===== src/hdl/oale_pkg.sv =====
// Shared codes, widths and types for the ordered array list engine.
package oale_pkg;

  // Fixed field widths
  localparam int OP_W      = 3;
  localparam int POS_W     = 7;
  localparam int VAL_W     = 32;
  localparam int CNT_OUT_W = 7;
  localparam int ST_W      = 2;

  // Default sizing
  localparam int DEF_CAPACITY  = 64;
  localparam int DEF_WORD_BITS = 32;

  // Operation codes
  localparam logic [OP_W-1:0] OP_INSERT_AT     = 3'd0;
  localparam logic [OP_W-1:0] OP_INSERT_SORTED = 3'd1;
  localparam logic [OP_W-1:0] OP_REMOVE_AT     = 3'd2;
  localparam logic [OP_W-1:0] OP_REMOVE_VALUE  = 3'd3;
  localparam logic [OP_W-1:0] OP_READ_AT       = 3'd4;
  localparam logic [OP_W-1:0] OP_CLEAR         = 3'd5;

  // Status codes
  localparam logic [ST_W-1:0] ST_OK      = 2'd0;
  localparam logic [ST_W-1:0] ST_RANGE   = 2'd1;
  localparam logic [ST_W-1:0] ST_FULL    = 2'd2;
  localparam logic [ST_W-1:0] ST_MISSING = 2'd3;

  // Shift command broadcast to every cell in the apply cycle
  typedef struct packed {
    logic shift_up;
    logic shift_down;
  } oale_cmd_t;

endpackage


===== src/hdl/oale_cell.sv =====
// One list cell: holds one entry, compares it locally and shifts with its neighbors.
module oale_cell #(
  parameter int WORD_BITS = oale_pkg::DEF_WORD_BITS,
  parameter int CMP_W     = 8,
  parameter int IDX       = 0
) (
  input  logic                  clk,
  input  oale_pkg::oale_cmd_t   cmd,
  input  logic [CMP_W-1:0]      count,
  input  logic [CMP_W-1:0]      pos,
  input  logic [WORD_BITS-1:0]  word,
  input  logic [WORD_BITS-1:0]  left_entry,
  input  logic [WORD_BITS-1:0]  right_entry,
  input  logic                  ge,
  input  logic                  eq,
  output logic [WORD_BITS-1:0]  entry_r,
  output logic                  le_r,
  output logic                  match_r,
  output logic [WORD_BITS-1:0]  rd_r
);
  import oale_pkg::*;

  logic                 in_use;
  logic                 le_nxt;
  logic                 match_nxt;
  logic [WORD_BITS-1:0] rd_nxt;
  logic [WORD_BITS-1:0] entry_nxt;

  // local compare against the request word and position
  always_comb begin
    in_use    = CMP_W'(IDX) < count;
    le_nxt    = in_use && (entry_r <= word);
    match_nxt = in_use && (entry_r == word);
    rd_nxt    = (CMP_W'(IDX) == pos) ? entry_r : '0;
  end

  // entry update: open a gap (insert) or close one (remove) at and above the target
  always_comb begin
    entry_nxt = entry_r;
    if (cmd.shift_up && ge) begin
      entry_nxt = eq ? word : left_entry;
    end else if (cmd.shift_down && ge) begin
      entry_nxt = right_entry;
    end
  end

  always_ff @(posedge clk) begin
    entry_r <= entry_nxt;
    le_r    <= le_nxt;
    match_r <= match_nxt;
    rd_r    <= rd_nxt;
  end

endmodule


===== config.mk =====
export PLATFORM = sky130hd
export DESIGN_NAME = oale_cell
export DESIGN_NICKNAME = d
export VERILOG_FILES = /design/src/hdl/oale_pkg.sv /design/src/hdl/oale_cell.sv
export SDC_FILE = /design/constraint.sdc
export NUM_CORES = 1
export LEC_CHECK = 0
export BUFFER_PORTS_ARGS = -buffer_cell sky130_fd_sc_hd__buf_2
export CAP_MARGIN = 20
export CORE_ASPECT_RATIO = 0.6
export CORE_MARGIN = 2
export CORE_UTILIZATION = 48
export DETAILED_ROUTE_END_ITERATION = 16
export PLACE_DENSITY = 0.85
export SETUP_SLACK_MARGIN = 0.02
export SYNTH_ARGS = -nofsm -noshare
export SYNTH_HDL_FRONTEND = slang
export SYNTH_SLANG_ARGS = --single-unit

===== constraint.sdc =====
create_clock -name clk -period 2.46 [get_ports clk]
set_input_delay 0.492 -clock clk [delete_from_list [all_inputs] [get_ports clk]]
set_output_delay 0.492 -clock clk [all_outputs]
set_load 0.02 [all_outputs]

==> reports/metrics.cfg, run 1 <==
[clock_network]
cts_inserted_buffers = 9
cts_root_buffer = clkbuf_16
worstSkewPairLatency_ns = 0.32
clk_pin_slew_ns = 0.05
cts_buffer_depth = 2
postCtsResizedCells = 0
cts_tree = yes
cts_sinks = 66
cts_hold_buf = 0
cts_setup_buffers = 0
htree_levels = 3

[sta]
finalCritPeriodShare_pct = 76.0
setup_viol = 0
fmaxAchievable_ghz = 0.535
hold_slack_ns = 0.454
drv_slew = 0
grt_setup_unrepaired = no
max_slew_margin_pct = 63.0
fin_skew_ns = 0.00377
fin_tns_setup_ns = 0
fin_ws_ns = 0.589
hold_viol = 0
min_period_ns = 1.87
worst_pin_slew_ns = 0.556

[critical_path]
cp_slowest_cell = edfxtp_1
path_cells = ha_1 > nand4_1 > nor3_1 > a21boi_0 > o41a_1 > o21bai_1
crit_family = simple AND/OR/NAND/NOR gates
worstPathBufferInverterCount = 0
startpoint = entry_r[14]
cp_slowest_stage_delay_ns = 0.42
path_class = reg2reg
reg2reg_from = entry_r[14]
reg2reg_depth = 6
worst_setup_path_start_kind = flop
crit_arrival_ns = 2.08
r2r_slack_ns = 0.59
crit_fanout = 3
worst-path-stages = 6
critPathRequiredTime_ns = 2.67
rr_endpoint = le_r
end_kind = flop

[routing]
met2_length_mm = 4.38
wl_per_cell_um = 15.4
dr.pass1.iters = 4
highest_layer = met4
wl_mm = 9.31
viasPerCell = 5.10
num_vias = 3081
dr_wl_met3_um = 785
first_iter_violations = 170
remaining_drc_errors = 0
ant_nets = 0
wirelength_met1_mm = 4.06

[yosys]
synth_top_family_by_area = simple AND/OR/NAND/NOR gates
dominantRegCellSynth = dfxtp_1
synth_edf_count = 32
synth_cell_types = 32
seq_area_frac_synth_pct = 48.6
async_flop_share_pct = 0
synth_cells = 328
synth_xor_area_share_pct = 0
syn-num-nets = 477
synth_area_leader_cell = edfxtp_1
synthAdderAreaFrac_pct = 11.9
muxShareOfSynthArea_pct = 9.49
synth.area.top_cells = edfxtp_1 28%, dfxtp_1 20%, ha_1 12%
synthSimpleGateAreaFrac_pct = 14.8
yosysMostFrequentCell = a21oi_1
yosys_warnings = 0
synth_seq_cells = 66
avgSynthCellArea_um2 = 10.3
synth_area_um2 = 3380
synth-compound-area-share_pct = 9.93
synth_top_area_share_pct = 28.5
yosys-top-cells-count = 42 x a21oi_1, 36 x nor2_1, 34 x dfxtp_1

[min_path]
whs_path_depth = 3
min_to = rd_r[0]
hold_class = in2reg
hp-start = pos[7]

[layout]
drive_gt1_share_pct = 39.5
final_util_pct = 69.9
fin_nets = 661
multiInputGateArea_um2 = 1560
ff_latch_area_um2 = 1640
fillerInstances = 531
area_delta_synth_final_pct = 39.4
antenna_cells = 0

[floorplanning]
dieHeight_um = 69.0
placementRows = 23
initial_core_util_pct = 50.1
die_w_um = 112
die_area_um2 = 7740
coreArea_um2 = 6730
io_pins = 183

[place]
dp_hpwl_mm = 7.27
gp_congestion = 0.863
port_buffers = 182
place_ws_ns = 0.344

[power_and_ir_drop]
p_leak_nw = 2.46
vdd_drop_max_v = 0.000505
p_per_area_nw_per_um2 = 657

[run]
cap_violations = 0

[global_route]
antenna_found_initial = 0
grt-ovfl-total = 0
grt_pass1_vias = 2913
track_usage_pct = 24.1
grt_max_degree = 37
grt_pass1_wl_mm = 14.0

[status]
status = finished, final reports clean

==> flip-flops by register name, indices dropped and copies added, names as in the netlist <==
name     count
entry_r     32
le_r         1
match_r      1
rd_r        32
==> kinds of logic (layout without fill, tap and decap cells) <==
logic type / count (synthesis) / count (layout)
AOI/OAI and AO/OA: 58 / 58
adders and majority gates: 32 / 32
buffers and inverters: 46 / 235
DFF: 66 / 66
muxes: 32 / 32
and+or+nand+nor: 94 / 94
==> report_power, final <==
group	internal, mW	total [mW]	switching, mW
logic	0.228	0.524	0.295
registers	1.23	1.27	0.0429
clock network	0.865	1.30	0.439
==> worst register-to-register path: stages (launching register included) <==
cell,delay [ns]
edfxtp_1,0.42
ha_1,0.35
nand4_1,0.20
nor3_1,0.32
a21boi_0,0.26
o41a_1,0.16
o21bai_1,0.06
==> metrics by stage <==
step | power, mW | std cells | instance area, µm²
2_1_floorplan | 1.58 | 328 | 3380
3_3_place_gp | 1.80 | 588 | 4400
3_5_place_dp | 1.81 | 588 | 4400
4_1_cts | 3.14 | 604 | 4710
5_1_grt | 3.24 | 604 | 4710
6_report | 3.09 | 604 | 4710
==> layout by cell type, fill, tap and decap left out, types with 3 or more instances in the layout <==
cell type	instances
buf_2	182
and2_1	31
or4_1	4
edfxtp_1	32
mux2i_1	32
buf_4	3
inv_1	32
a21oi_1	42
nor2_1	36
a21o_1	4
ha_1	32
nand3_1	4
nand2_1	3
nand4_1	8
clkbuf_16	9
dfxtp_1	34
clkbuf_8	3
==> layout make-up <==
cell class	count	share of cell area, %
clock buffers	14	5.82
clock inverters	2	0.718
inverters	32	2.55
multi-input cells	216	33.0
flip-flops and latches	66	34.9
well taps	87	2.31
repair buffers	187	20.7
==> per-layer routing <==
metal  GRT usage, %  up-vias
met5              0        -
met4           8.54        0
met3           7.87       11
met2           41.6      138
met1           29.1     1407
li1               -     1525
==> worst max-delay path by stage <==
| stage | endpoint |
|---|---|
| after floorplan | le_r |
| after global placement | le_r |
| after detailed placement | le_r |
| after CTS | le_r |
| after global routing | le_r |
| final | le_r |
Power figures use the tool's default switching activity.
==> run 2: changes to the inputs <==
- CORE_UTILIZATION: 48 -> 45
- PLACE_DENSITY: 0.85 -> 0.81
- clock period: 2.46 -> 1.8 ns (I/O delays scaled with it)
==> run 2 against run 1 <==
Compared with the run above: sequential power is 36% higher; die area is 6.3% higher; hold slack worse by 0.15 ns; critical path type unchanged; largest cell class is now multi-input gates; largest power group is now sequential cells.
==> reports/metrics.cfg, run 2 (synthesis gave the netlist of run 1 again) <==
[layout]
drive_gt1_share_pct = 44.4  ; +4.9 points
area_delta_synth_final_pct = 48.1
antenna_cells = 0  ; unchanged
ff_latch_area_um2 = 1640  ; unchanged
top_regs = entry_r x32, rd_r x32
final_common_cell = buf_2
design_area_um2 = 5000  ; +6.2%
layout_common_cells = 182 x buf_2, 42 x a21oi_1, 36 x nor2_1
fillerInstances = 576  ; +8.5%
fin_nets = 685  ; +3.6%
multiInputGateArea_um2 = 1650  ; +5.9%

[sta]
setup_viol = 0  ; unchanged
min_period_ns = 1.77  ; -0.100 ns
worst_pin_slew_ns = 0.476  ; -0.0793 ns
drv_slew = 0  ; unchanged
fmaxAchievable_ghz = 0.565  ; +5.7%
fin_skew_ns = 0.00636  ; +0.00259 ns
max_slew_margin_pct = 68.2  ; +5.3 points
hold_viol = 0  ; unchanged
finalCritPeriodShare_pct = 98.4  ; +22 points
fin_tns_setup_ns = 0  ; unchanged
grt_setup_unrepaired = yes

[global_route]
grt_max_degree = 34  ; -8.1%
track_usage_pct = 23.1  ; -1.0 points
busiest_layer = met2
grt_pass1_wl_mm = 14.3  ; +2.2%
grt_use_met2_pct = 39.4  ; -2.1 points
grt_pass1_vias = 3033  ; +4.1%
antenna_found_initial = 0  ; unchanged
met1_usage_pct = 28.0  ; -1.1 points
grtUsageMet3_pct = 6.60  ; -1.3 points
grt-ovfl-total = 0  ; unchanged

[routing]
viasPerCell = 4.88  ; -4.4%
wl_mm = 9.46  ; +1.6%
remaining_drc_errors = 0  ; unchanged
dr.pass1.iters = 4  ; unchanged
ant_nets = 0  ; unchanged
first_iter_violations = 138  ; -19%
wl_per_cell_um = 14.7  ; -4.9%
num_vias = 3147  ; +2.1%

[clock_network]
worstSkewPairLatency_ns = 0.33  ; about the same
cts_tree = yes
cts_buffer_depth = 2  ; unchanged
cts_root_buffer = clkbuf_16
cts_inserted_buffers = 9  ; unchanged
htree_levels = 3  ; unchanged
clk_pin_slew_ns = 0.06  ; about the same
cts_hold_buf = 0  ; unchanged
cts_sinks = 66  ; unchanged

[status]
status = finished, final reports clean

[critical_path]
worst_setup_path_start_kind = flop
critPathRequiredTime_ns = 2.06  ; -0.61 ns
path_cells = ha_1 > nand4_1 > buf_4 > a211oi_1 > o41a_1 > o21bai_1
crit_arrival_ns = 2.03  ; -0.05 ns
reg2reg_depth = 6  ; unchanged
cp_slowest_stage_delay_ns = 0.44  ; +0.02 ns
reg2reg_from = entry_r[15]
r2r_slack_ns = 0.03  ; -0.56 ns
path_class = reg2reg
startpoint = entry_r[15]
crit_fanout = 3  ; unchanged
cp_slowest_cell = o41a_1
rr_endpoint = le_r
end_kind = flop

[min_path]
hold_class = in2reg
min_to = rd_r[0]
whs_path_depth = 3  ; unchanged
hp-start = pos[6]

[floorplanning]
dieHeight_um = 71.1  ; +3.1%
die_w_um = 116  ; +3.2%
initial_core_util_pct = 46.5  ; -3.7 points
coreArea_um2 = 7270  ; +7.9%
io_pins = 183  ; unchanged
die_area_um2 = 8230  ; +6.3%
placementRows = 24  ; +4.3%

[place]
placement.cell_area_um2 = 4510  ; +2.4%
gp_congestion = 0.801  ; -7.3%
port_buffers = 182  ; unchanged
dp_hpwl_mm = 7.31  ; +0.56%

[power_and_ir_drop]
vdd_drop_max_v = 0.000550  ; +8.9%
p_per_area_nw_per_um2 = 854  ; +30%
p_leak_nw = 2.57  ; +4.7%

[run]
cap_violations = 0  ; unchanged

run 2: area by class of cell:
type                       count  area share [%]
clock buffer                   9            4.50
multi-input combinational    216            32.9
tap                          104            2.60
sequential                    66            32.8
timing repair buffer         211            23.3
inverter                      32            2.40
clock inverter                 7            1.40
run 2: what timing repair did:
| action | 4_1_cts | 5_1_grt |
|---|---|---|
| endpoints found under the hold margin | 0 | 0 |
| cloned | 0 | 0 |
| setup buffers | 3 | 13 |
| resized for setup | 3 | 8 |
| pin swaps | 2 | 14 |
| endpoints found under the setup margin | 1 | 2 |
run 2: routing by layer:
| metal | routed length (µm) | part of all wire, % |
|---|---|---|
| met1 | 4150 | 44 |
| met2 | 4390 | 46 |
| met3 | 802 | 8.5 |
| met4 | 119 | 1.3 |
| met5 | 0 | 0 |
run 2: worst max path at each step:
stage / to / cells after the start / slack (ns)
6_report: le_r / 6 / 0.03
5_1_grt: le_r / 6 / -0.07
4_1_cts: le_r / 6 / 0.02
3_5_place_dp: le_r / 8 / -0.22
3_3_place_gp: le_r / 8 / -0.02
2_1_floorplan: le_r / 5 / 0.03
run 2: worst max-delay path, delay by kind of cell (launching register included):
kind	cells	cell delay [ns]
compound gates	3	0.62
fa+ha+maj	1	0.32
buf+inv	1	0.15
flops	1	0.40
simple gates	1	0.21
run 2: report_power, final:
group	total (mW)	switching [mW]	internal, mW
logic	0.823	0.438	0.386
registers	1.73	0.0571	1.67
clock network	1.72	0.649	1.07
run 2: per-stage QoR:
stage	utilization (%)	total power [mW]	std cells	setup WS, ns	hold slack [ns]
6_report	68.8	4.27	645	0.0296	0.306
5_1_grt	68.8	4.45	645	-0.0679	0.321
4_1_cts	66.5	4.24	632	0.0248	0.298
3_5_place_dp	62.0	2.51	613	-0.223	0.492
3_3_place_gp	62.0	2.48	613	-0.0186	0.490
2_1_floorplan	-	2.16	328	0.0297	0.546
==> run 3: changes to the inputs <==
- REMOVE_ABC_BUFFERS: not set -> 1
- SLEW_MARGIN: not set -> 0
==> run 3 against run 2 <==
Compared with the run above: via count decreased by 2.9%; sequential power about the same; critical path depth is 1 lower; critical endpoint unchanged; highest routed layer unchanged.
==> reports/metrics.cfg, run 3 (synthesis gave the netlist of run 1 again) <==
[status]
status = finished, final reports clean

[critical_path]
critPathCapture = le_r
path_class = reg2reg
cp_slowest_stage_delay_ns = 0.55  ; +0.11 ns
end_kind = flop
crit_fanout = 3  ; unchanged
critPathRequiredTime_ns = 2.01  ; -0.05 ns
startpoint = entry_r[26]
worst_setup_path_start_kind = flop
reg2reg_from = entry_r[26]
cp_slowest_cell = or4_1
reg2reg_depth = 5  ; -1
crit_family = simple AND/OR/NAND/NOR gates
path_cells = ha_4 > nand4_1 > or4_1 > o211ai_1 > o21bai_1
worstPathBufferInverterCount = 0  ; -1
rr_endpoint = le_r
crit_arrival_ns = 1.98  ; -0.05 ns
r2r_slack_ns = 0.03  ; about the same
worst-path-stages = 5  ; -1

[layout]
final_cells = 633  ; -1.9%
layout_common_cells = 182 x buf_2, 42 x a21oi_1, 36 x nor2_1
ff_latch_area_um2 = 1640  ; unchanged
design_area_um2 = 4950  ; -1.1%
area_delta_synth_final_pct = 46.6
final_common_cell = buf_2
fillerInstances = 588  ; +2.1%
drive_gt1_share_pct = 42.9  ; -1.5 points
multiInputGateArea_um2 = 1650  ; unchanged
fin_nets = 673  ; -1.8%
antenna_cells = 0  ; unchanged
top_regs = entry_r x32, rd_r x32

[power_and_ir_drop]
power.total_mw = 4.38  ; +2.5%
p_leak_nw = 2.53  ; -1.7%
vdd_drop_max_v = 0.000522  ; -5.2%
swShare_pct = 25.1  ; -1.7 points
p_clk_share_pct = 42.5  ; +2.3 points
seq_power_share_pct = 39.7  ; -0.8 points
p_per_area_nw_per_um2 = 885  ; +3.6%
power.switching_mw = 1.10  ; -3.9%
comb_power_share_pct = 17.8  ; -1.5 points
p_int_mw = 3.28  ; +4.9%

[global_route]
grt_max_degree = 33  ; -2.9%
antenna_found_initial = 0  ; unchanged
met1_usage_pct = 28.3  ; +0.33 points
grt_use_met2_pct = 37.5  ; -1.9 points
busiest_layer = met2
grt_pass1_vias = 3012  ; -0.69%
grt-ovfl-total = 0  ; unchanged
track_usage_pct = 22.3  ; -0.77 points
grtUsageMet3_pct = 6.77  ; +0.17 points
grt_pass1_wl_mm = 14.0  ; -2.3%

[routing]
wl_mm = 9.15  ; -3.3%
viasPerCell = 4.83  ; -1.1%
wl_per_cell_um = 14.4  ; -1.5%
num_vias = 3056  ; -2.9%
remaining_drc_errors = 0  ; unchanged
ant_nets = 0  ; unchanged
dr.pass1.iters = 4  ; unchanged
first_iter_violations = 166  ; +20%

[sta]
setup_viol = 0  ; unchanged
fin_skew_ns = 0.00569  ; -0.000670 ns
drv_slew = 0  ; unchanged
worst_pin_slew_ns = 0.341  ; -0.136 ns
hold_slack_ns = 0.308  ; +0.00185 ns
fmaxAchievable_ghz = 0.563  ; -0.25%
hold_viol = 0  ; unchanged
max_slew_margin_pct = 77.3  ; +9.0 points
min_period_ns = 1.77  ; +0.00442 ns
finalCritPeriodShare_pct = 98.6  ; +0.25 points
grt_setup_unrepaired = yes

[clock_network]
cts_root_buffer = clkbuf_16
cts_tree = yes
cts_buffer_depth = 2  ; unchanged
htree_levels = 3  ; unchanged
cts_sinks = 66  ; unchanged
cts_inserted_buffers = 9  ; unchanged
clk_pin_slew_ns = 0.06  ; about the same
worstSkewPairLatency_ns = 0.32  ; about the same

[place]
placement.cell_area_um2 = 4480  ; -0.50%
place_inst = 610  ; -0.49%
port_buffers = 182  ; unchanged
dp_hpwl_mm = 6.93  ; -5.2%
gp_congestion = 0.810  ; +1.1%

[floorplanning]
die_area_um2 = 8230  ; unchanged
die_w_um = 116  ; unchanged
placementRows = 24  ; unchanged
io_pins = 183  ; unchanged
initial_core_util_pct = 46.5  ; unchanged
coreArea_um2 = 7270  ; unchanged
dieHeight_um = 71.1  ; unchanged

[min_path]
whs_path_depth = 3  ; unchanged
hold_class = in2reg

[run]
cap_violations = 0  ; unchanged

[run 3: power groups by stage]
| stage | clock [mW] | combinational (mW) | sequential [mW] |
|---|---|---|---|
| after floorplan | 0 | 0.292 | 1.85 |
| after CTS | 1.90 | 0.739 | 1.73 |
| after detailed placement | 0 | 0.733 | 1.76 |
| after global placement | 0 | 0.713 | 1.76 |
| final | 1.86 | 0.781 | 1.74 |
| after global routing | 1.96 | 0.868 | 1.75 |
[run 3: routing by layer]
| layer | up-vias | wire length (µm) |
|---|---|---|
| met5 | - | 0 |
| met4 | 0 | 64 |
| met3 | 7 | 579 |
| met2 | 118 | 4300 |
| met1 | 1387 | 4200 |
| li1 | 1544 | - |
[run 3: area by class of cell]
type | count | area share [%]
multi-input cells | 216 | 33.3
flip-flops and latches | 66 | 33.2
repair buffers | 199 | 22.0
clock buffers | 11 | 4.91
well taps | 104 | 2.63
inverters | 32 | 2.43
clock inverters | 5 | 1.57
[run 3: through the flow]
stage	utilization (%)	worst slack [ns]	setup TNS (ns)
after global placement	61.7	-0.0629	-0.0629
after CTS	66.3	0.0222	0
after detailed placement	61.7	-0.119	-0.119
final	68.1	0.0252	0
after floorplan	-	-0.103	-3.29
after global routing	68.1	-0.0626	-0.0626
[run 3: worst register-to-register path, cell delays in order, from the launching register on]
cell and delay, ns:
edfxtp_1 0.44, ha_4 0.30, nand4_1 0.18, or4_1 0.55, o211ai_1 0.11, o21bai_1 0.08
[run 3: worst min-delay path by stage]
stage / startpoint / to / slack, ns
floorplan: pos[6] / rd_r[0] / 0.55
global placement: entry_r[15] / rd_r[15] / 0.49
detailed placement: entry_r[23] / rd_r[23] / 0.50
CTS: pos[6] / rd_r[0] / 0.30
global route: pos[6] / rd_r[0] / 0.30
finish: pos[6] / rd_r[0] / 0.31
[run 3: repair_timing]
item	4_1_cts	5_1_grt
setup endpoints to repair	1	1
hold buffers	0	0
pin swaps	3	8
resized for setup	3	9
cloned	0	0
setup buffers	1	6
